<file path="src/rtl/core/htbd_pkg.sv">
// ----------------------------------------------------------------------------
// htbd_pkg: shared types and constants of the Huffman tree bit decoder
// Item formats, node layout, mode and status codes, controller commands.
// ----------------------------------------------------------------------------
`default_nettype none

package htbd_pkg;

  localparam int NODE_COUNT   = 512;
  localparam int SYMBOL_COUNT = 256;
  localparam int NODE_AW      = $clog2(NODE_COUNT);
  localparam int SYM_W        = $clog2(SYMBOL_COUNT);
  localparam int CFG_AW       = 1;
  localparam int CFG_DW       = 9;

  localparam logic [1:0] MODE_LOAD = 2'd0;
  localparam logic [1:0] MODE_BIT  = 2'd1;
  localparam logic [1:0] MODE_END  = 2'd2;

  localparam logic [1:0] ST_OK        = 2'd0;
  localparam logic [1:0] ST_NO_TREE   = 2'd1;
  localparam logic [1:0] ST_TRUNCATED = 2'd2;

  localparam logic [CFG_AW-1:0] REG_TREE_PRESENT = 1'd0;
  localparam logic [CFG_AW-1:0] REG_ROOT_NODE    = 1'd1;

  typedef struct packed {
    logic [1:0]  mode;
    logic [8:0]  node_index;
    logic        node_is_leaf;
    logic [7:0]  node_symbol;
    logic [8:0]  left_child;
    logic [8:0]  right_child;
    logic        code_bit;
  } in_item_t;

  typedef struct packed {
    logic [7:0] symbol;
    logic [1:0] status;
  } out_item_t;

  typedef struct packed {
    logic       leaf;
    logic [7:0] sym;
    logic [8:0] left;
    logic [8:0] right;
  } node_t;

  // node memory read address source
  typedef enum logic [1:0] {
    RD_ROOT,     // configured root
    RD_CUR,      // child of the cached current node, bit from the input
    RD_RDATA     // child of the node just read, latched bit
  } rd_sel_t;

  typedef enum logic [1:0] {
    EMIT_NONE,
    EMIT_SYMBOL,
    EMIT_NO_TREE,
    EMIT_TRUNC
  } emit_t;

  typedef struct packed {
    logic    capture;   // latch the code bit of an accepted item
    logic    load;      // write the node table
    logic    rd_en;
    rd_sel_t rd_sel;
    emit_t   emit;
    logic    advance;   // walk steps to the node just read
    logic    go_root;
  } dp_cmd_t;

  typedef struct packed {
    logic tree_present;
    logic walk_active;
    logic rd_leaf;
  } dp_status_t;

endpackage

`default_nettype wire

</file>
<file path="src/rtl/core/htbd_ctrl.sv">
// ----------------------------------------------------------------------------
// htbd_ctrl: decoder controller
// Sequences node memory reads for each code bit and picks the result to emit.
// ----------------------------------------------------------------------------
`default_nettype none

module htbd_ctrl (
  input  wire logic                 clk,
  input  wire logic                 rst,
  input  wire logic                 accept,
  input  wire logic [1:0]           mode,
  input  wire htbd_pkg::dp_status_t status,
  output htbd_pkg::dp_cmd_t         cmd,
  output logic                      busy
);

  typedef enum logic [1:0] {
    S_IDLE,
    S_ROOT,
    S_CHILD
  } state_t;

  state_t state;
  state_t state_next;

  always_comb begin
    state_next  = state;
    cmd         = '0;
    cmd.rd_sel  = htbd_pkg::RD_ROOT;
    cmd.emit    = htbd_pkg::EMIT_NONE;
    case (state)
      S_IDLE: begin
        if (accept) begin
          cmd.capture = 1'b1;
          case (mode)
            htbd_pkg::MODE_LOAD: begin
              cmd.load = 1'b1;
            end
            htbd_pkg::MODE_BIT: begin
              if (!status.tree_present) begin
                cmd.emit    = htbd_pkg::EMIT_NO_TREE;
                cmd.go_root = 1'b1;
              end else if (status.walk_active) begin
                cmd.rd_en  = 1'b1;
                cmd.rd_sel = htbd_pkg::RD_CUR;
                state_next = S_CHILD;
              end else begin
                cmd.rd_en  = 1'b1;
                cmd.rd_sel = htbd_pkg::RD_ROOT;
                state_next = S_ROOT;
              end
            end
            htbd_pkg::MODE_END: begin
              if (status.walk_active) begin
                cmd.emit    = htbd_pkg::EMIT_TRUNC;
                cmd.go_root = 1'b1;
              end
            end
            default: ;
          endcase
        end
      end
      S_ROOT: begin
        // single-symbol tree: the root leaf answers every bit
        if (status.rd_leaf) begin
          cmd.emit   = htbd_pkg::EMIT_SYMBOL;
          state_next = S_IDLE;
        end else begin
          cmd.rd_en  = 1'b1;
          cmd.rd_sel = htbd_pkg::RD_RDATA;
          state_next = S_CHILD;
        end
      end
      S_CHILD: begin
        if (status.rd_leaf) begin
          cmd.emit    = htbd_pkg::EMIT_SYMBOL;
          cmd.go_root = 1'b1;
        end else begin
          cmd.advance = 1'b1;
        end
        state_next = S_IDLE;
      end
      default: state_next = S_IDLE;
    endcase
  end

  always_ff @(posedge clk) begin
    if (rst) begin
      state <= S_IDLE;
    end else begin
      state <= state_next;
    end
  end

  assign busy = (state != S_IDLE);

endmodule

`default_nettype wire

</file>
<file path="config.mk">
export PLATFORM = sky130hd
export DESIGN_NAME = htbd_ctrl
export DESIGN_NICKNAME = d
export VERILOG_FILES = /design/src/rtl/core/htbd_pkg.sv /design/src/rtl/core/htbd_ctrl.sv
export SDC_FILE = /design/constraint.sdc
export NUM_CORES = 1
export LEC_CHECK = 0
export BUFFER_PORTS_ARGS = -buffer_cell sky130_fd_sc_hd__buf_2
export CORE_AREA = 2 2 39 41
export DETAILED_ROUTE_END_ITERATION = 10
export DIE_AREA = 0 0 41 43
export GPL_TIMING_DRIVEN = 0
export HOLD_SLACK_MARGIN = 0.08
export PLACE_DENSITY = 0.51
export SLEW_MARGIN = 20
export SYNTH_ARGS = -nofsm -noshare
export SYNTH_HDL_FRONTEND = slang
export SYNTH_SLANG_ARGS = --single-unit
</file>
<file path="constraint.sdc">
create_clock -name clk -period 1.5 [get_ports clk]
set_input_delay 0.225 -clock clk [delete_from_list [all_inputs] [get_ports clk]]
set_output_delay 0.225 -clock clk [all_outputs]
set_load 0.005 [all_outputs]
</file>
* After elaboration in Yosys (flattened, before gate mapping)
Cells that the tools add are included.
Cells by class: equal/unequal tests 7, mux-type cells 27, reductions and logical operators 5
Operator list (count):
- 2-to-1 mux 2 bit | 8
- case mux 2 bit (2 select lines) | 3
- 2-to-1 mux 1 bit | 9
- 2-to-1 mux 3 bit | 3
- 2-to-1 mux 7 bit | 1
- case mux 3 bit (2 select lines) | 1
- equality test 2 x 1 -> 1 bit (second input constant) | 2
- equality test 2 bit (second input constant) | 2
- zero test 2 bit | 2
- != test 2 bit (second input constant) | 2
- case mux 1 bit (2 select lines) | 2
- AND reduction 3 bit | 1
- != test 2 x 1 -> 1 bit (second input constant) | 1
- nonzero test 2 bit | 1
- OR reduction 2 bit | 1
Storage, ports and cells: register bits 2, word-level logic and storage cells 40

* Depth between registers and ports, before layout
Gate-level depths: netlist of the first run.
word-level depth 5, depth in mapped cells 5, mapped depth without buffers 5

* Least setup slack after synthesis of the first run
OpenSTA, ideal clock, no wires.
path type register to output, start register state[0], end output cmd[6] (netlist bit), arrival 1.084 ns, path slack 0.191 ns, stages on the path, launching flop included 5, cell sequence dfxtp_1 inv_1 ha_1 and2_1 a31o_2
RTL lines:
- start: declaration | RTL line htbd_ctrl.sv:23 | state_t state;
- start signal: assignment | RTL line htbd_ctrl.sv:91 | state <= state_next;
- end: declaration | RTL line htbd_ctrl.sv:13 | output htbd_pkg::dp_cmd_t cmd,

==> impl_results.md, run 1 <==
* Regs by FF count: state x2
* Top_reg_cell synth: dfxtp_1
* YS warnings at 0
* Clk buf depth at 2
* Setup Skew at between 0.002 and 0.003 ns
* CP Data Arrival Time at ~1.3 ns
* WHS at about 0.18 ns
* Flop2flop setup slack at around 0.34 ns
* I/O pin cnt at 18
* PwrDens at between 600 and 700 nW/um^2
* Vias per Instance at ~4.5
* Syn_nets at 50
* Fillers at roughly 140
* Reg clk slew, reported paths at approximately 0.03 ns
* Avg WL per Cell at around 11 um
* FF+latch count, synth at 2
* Root Buffer: clkbuf_4
* Die Wd at 41 um
* Syn_area_per_cell at between 8 and 9 sq um
* CORE AREA at roughly 1400 sq um
* Initial antenna violation count at 0
* Crit-path max FO at 4
* Area after DPL at ~400 sq um
* Place WS at -0.0391 ns
* Status: complete, but fails checks
* EDFF count, synth at 0
* Max-cap violations at 0
* Starting Density at 21.3%
* Slew margin rel. at between 80% and 90%
* Least-Margin Pin Slew at between 0.2 and 0.25 ns
* Post-cts hold buffer count at 0
* Hold Fails Final Rpt at 0
* Pin count of the biggest net entering global routing at 6
* Uppermost layer routed: met3
* Final setup violation count at 2
* Top-count cell post-synth: ha_1
* Final min period at 1.54 ns
* Clk sink count at 2
* Max-slew violation count at 0
* Routability cong. at between 0.6 and 0.7
* PortBufs at 17
* Crit share post-route at 103%
* Ant. Diodes at 0
* Area leader, netlist: ha_1
* FFs w/ async S/R, synth at 0%
* Met2 wire length at approximately 470 um
* Lkg Pwr at approximately 0.28 nW
* Crit path required time at 1.27 ns
* Placed insts at between 60 and 70
* TritonCTS Buffers at 3
* # DRC at 0
* Fin worst setup slack at -0.0377 ns
* Post-route cell area at between 500 and 600 sq um
* Multi-input gate area at between 200 and 300 sq um
* Most flops, register: state
* CP Launch Type: register
* Top-area cell type share of the netlist area at between 20 and 30%
* Seq. cell area at around 45 sq um
* TritonCTS clock tree: done
* Hold Crit Class: in2reg
* WL final at 826 um
* GRT Overall Usage at approximately 12%
* DRT Pass-1 Iters at 4
* Power consumption at approximately 0.35 mW
* Max reg flops at 2
* Vias at ~340
* Post-Route Utilization at 37.7%
* Die H at approximately 43 um
* Initial DRC Count at 4
* Final net count at 77
* Post-synthesis sequential area ratio at between 10% and 20%
* Die Area at between 1500 and 2000 sq um
* Total grt overflow at 0
* Fmax at between 600 and 700 MHz
* Crit path capture type: output port
* Final setup TNS at -0.0387 ns
* Fin cells at 76
* Synth top area cells: ha_1 (30%), dfxtp_1 (14%), inv_1 (7.6%), a2111oi_2 (5.1%), and3_4 (3.8%)
* Failing checks: negative setup slack
* Vias in the first global route at 330
* Placed wire-length estimate at 561 um
* Syn-to-layout area delta at 76.7%
* Routed length on met3 at 50 um
* Worst vdd ir at ~190 uV
* Post-DRT Antenna Nets at 0
* Post-Route M1 WL at between 300 and 400 um
* Syn Inst Count at 35
* Most frequent cells after synthesis: ha_1 (7), inv_1 (6), dfxtp_1 (2), nand3_1 (2)
* RSZ-0062 raised after global routing: true
* Row count at 14
* Clk_lat worst skew at about 0.22 ns
* Synthesized area at 295 sq um
* H-tree depth at 1
* Distinct cells, synth at 22
* First-pass GRT wire length at 1350 um
* Layout cells sized above 1 at just over 70%
* Crit Path Class: reg2out
cell families after synthesis:
logic type | Yosys count | share of synthesized area [%]
compound gates | 7 | 20.8
fa+ha+maj | 7 | 29.7
buf+inv | 6 | 7.63
simple gates | 13 | 28.4
flops | 2 | 13.6
critical path: stages, from the launching register on:
cell and delay [ns]:
dfxtp_4 0.36, inv_4 0.04, ha_4 0.16, and2_4 0.15, a32oi_1 0.20, nor2_1 0.06, buf_2 0.12
layout by cell type (no fill, tap or decap), types with 2 or more instances in the layout:
cell      instances
buf_4             4
clkbuf_4          3
ha_1              4
ha_4              3
inv_1             2
nand3_1           2
inv_2             2
inv_4             2
buf_2            17
per-layer routing:
layer / vias to the layer above / global-route usage [%]
met5: - / 0
met4: 0 / 8.00
met3: 0 / 3.14
met2: 11 / 18.1
met1: 158 / 12.7
li1: 173 / -
area by class of cell:
cell class,instances,share of cell area (%)
Timing Repair Buffer,22,24.2
Clock buffer,3,4.32
Inverter,6,5.28
Tap cell,16,3.84
Sequential cell,2,8.63
Multi-Input combinational cell,27,53.7
report_power, final:
group / internal [mW] / switching [mW]
combinational: 0.0888 / 0.0788
sequential: 0.0598 / 0.00722
clock: 0.0883 / 0.0312
total: 0.237 / 0.117
timing repair:
item	4_1_cts	5_1_grt
pin swaps	3	1
gates resized for setup	12	6
setup endpoints to repair	5	5
setup buffers	5	0
cloned	0	0
final timing paths:
path | from | end | cells after the start
min reg2reg | state[0] | state[0] | 3
max | state[0] | cmd[2] | 6
min | rst | state[0] | 2
max reg2reg | state[0] | state[1] | 6
Note: power is estimated with default switching activity, not from simulation.
==> run 2, diff against run 1 <==
--- a/config.mk
+++ b/config.mk
@@ -12,6 +12,7 @@
 export GPL_TIMING_DRIVEN = 0
 export HOLD_SLACK_MARGIN = 0.08
 export PLACE_DENSITY = 0.51
+export SETUP_SLACK_MARGIN = 0.4
 export SLEW_MARGIN = 20
 export SYNTH_ARGS = -nofsm -noshare
 export SYNTH_HDL_FRONTEND = slang
==> run 2 against run 1 <==
Against the previous run:
- the flow still finishes with violations (negative setup slack)
- final cell count rose by 6.6%
- clock skew fell by 0.0026 ns
- die area did not move
- final area rose by 19%
- highest routed layer unchanged
- sequential power fell by 0.6%
==> impl_results.md, run 2 (synthesis results as in run 1) <==
* Status: complete, but fails checks (unchanged)
* Failing checks: negative setup slack (unchanged)
* H-tree depth at 1 (unchanged)
* Crit share post-route at 102% (was 103%)
* Initial antenna violation count at 0 (unchanged)
* Commonest non-fill, non-tap cells in the layout: buf_2 (13), buf_4 (9), buf_6 (5), ha_1 (4) (was buf_2 (17), ha_1 (4), buf_4 (4), ha_4 (3), clkbuf_4 (3))
* Initial DRC Count at 1 (was 4)
* Layout cells sized above 1 at 78.5% (was 71.7%)
* Max-cap violations at 0 (unchanged)
* Crit Path Class: reg2out (unchanged)
* Die H at 43 um (unchanged)
* Avg WL per Cell at 10.8 um (was 10.9 um)
* Crit path required time at 1.27 ns (about the same)
* Area after DPL at 445 sq um (was 400 sq um)
* Hold Fails Final Rpt at 0 (unchanged)
* Total grt overflow at 0 (unchanged)
* Placed insts at 68 (unchanged)
* WL final at 874 um (was 826 um)
* Most flops, register: state (unchanged)
* PwrDens at 674 nW/um^2 (was 679 nW/um^2)
* Regs by FF count: state x2 (unchanged)
* Clk buf depth at 2 (unchanged)
* Post-cts hold buffer count at 0 (unchanged)
* CORE AREA at 1380 sq um (unchanged)
* Clk sink count at 2 (unchanged)
* Power consumption at 0.418 mW (was 0.354 mW)
* Crit-path max FO at 5 (was 4)
* Slew margin rel. at 84.1% (was 83.8%)
* Fmax at 655 MHz (was 650 MHz)
* Setup Skew at 0.0000219 ns (was 0.00267 ns)
* Post-route cell area at 621 sq um (was 522 sq um)
* Post-DRT Antenna Nets at 0 (unchanged)
* Row count at 14 (unchanged)
* Fillers at 137 (was 144)
* RSZ-0062 raised after global routing: true (unchanged)
* PortBufs at 17 (unchanged)
* Max-slew violation count at 0 (unchanged)
* Multi-input gate area at 302 sq um (was 280 sq um)
* Root Buffer: clkbuf_4 (unchanged)
* Routability cong. at 0.600 (was 0.700)
* CP Data Arrival Time at 1.30 ns (was 1.31 ns)
* Flop2flop setup slack at 0.31 ns (was 0.34 ns)
* Pin count of the biggest net entering global routing at 6 (unchanged)
* GRT Overall Usage at 10.6% (was 11.6%)
* CP Launch Type: register (unchanged)
* Fin worst setup slack at -0.0279 ns (was -0.0377 ns)
* Fin cells at 81 (was 76)
* Worst vdd ir at 209 uV (was 185 uV)
* Syn-to-layout area delta at 110% (was 76.7%)
* Least-Margin Pin Slew at 0.238 ns (was 0.242 ns)
* TritonCTS Buffers at 3 (unchanged)
* TritonCTS clock tree: done (unchanged)
* Die Area at 1760 sq um (unchanged)
* Max reg flops at 2 (unchanged)
* Placed wire-length estimate at 582 um (was 561 um)
* Lkg Pwr at 0.312 nW (was 0.281 nW)
* # DRC at 0 (unchanged)
* Vias per Instance at 4.40 (was 4.50)
* Crit path capture type: output port (unchanged)
* Seq. cell area at 47.5 sq um (was 45.0 sq um)
* Die Wd at 41 um (unchanged)
* I/O pin cnt at 18 (unchanged)
* Vias at 356 (was 342)
* Commonest non-fill, non-tap cell in the layout: buf_2 (unchanged)
* Vias in the first global route at 310 (was 330)
* Final net count at 82 (was 77)
* First-pass GRT wire length at 1280 um (was 1350 um)
* Final setup violation count at 3 (was 2)
* Starting Density at 21.3% (unchanged)
* DRT Pass-1 Iters at 3 (was 4)
* Reg clk slew, reported paths at 0.03 ns (about the same)
* Clk_lat worst skew at 0.22 ns (about the same)
* Ant. Diodes at 0 (unchanged)
* Hold Crit Class: in2reg (unchanged)
* Final min period at 1.53 ns (was 1.54 ns)
-- run 2: worst paths after layout --
check	from	endpoint	cells after the start
setup reg to reg	state[0]	state[1]	7
setup / recovery	state[0]	cmd[2]	6
hold reg to reg	state[0]	state[0]	2
hold / removal	rst	state[0]	2
-- run 2: metal layers --
layer  wire [um]  global-route usage [%]  vias up
li1            -                       -      184
met1         346                    14.9      162
met2         468                    14.4       10
met3          58                   0.524        0
met4           0                    8.00        0
met5           0                       0        -
-- run 2: report_power, final --
group	switching [mW]	internal, mW
clock	0.0307	0.0884
combinational	0.0974	0.135
sequential	0.00619	0.0604
total	0.134	0.284
-- run 2: worst max-delay path, stage by stage (launching register included) --
cell     delay, ns
dfxtp_4       0.37
inv_4         0.04
ha_4          0.17
and2_4        0.15
a32oi_2       0.17
nor2_1        0.06
buf_2         0.12
-- run 2: repair_timing --
item	in CTS	in global routing
setup buffers	4	6
setup endpoints to repair	10	11
pin swaps	4	3
resized for setup	10	7
-- run 2: layout make-up --
cell class                 instances  share of cell area (%)
multi-input combinational         27                    48.6
timing repair buffer              27                    30.4
sequential                         2                    7.66
inverter                           6                    6.45
clock buffer                       3                    3.63
tap                               16                    3.23
-- run 2: per-stage QoR --
stage          TNS, ns  utilization, %  hold slack [ns]  setup WS (ns)
2_1_floorplan        0               -            0.290          0.346
3_3_place_gp         0            32.2            0.417          0.106
3_5_place_dp         0            32.2            0.421          0.102
4_1_cts        -0.0875            39.5            0.179        -0.0375
5_1_grt         -0.263            44.8            0.172        -0.0909
6_report       -0.0561            44.8            0.183        -0.0279
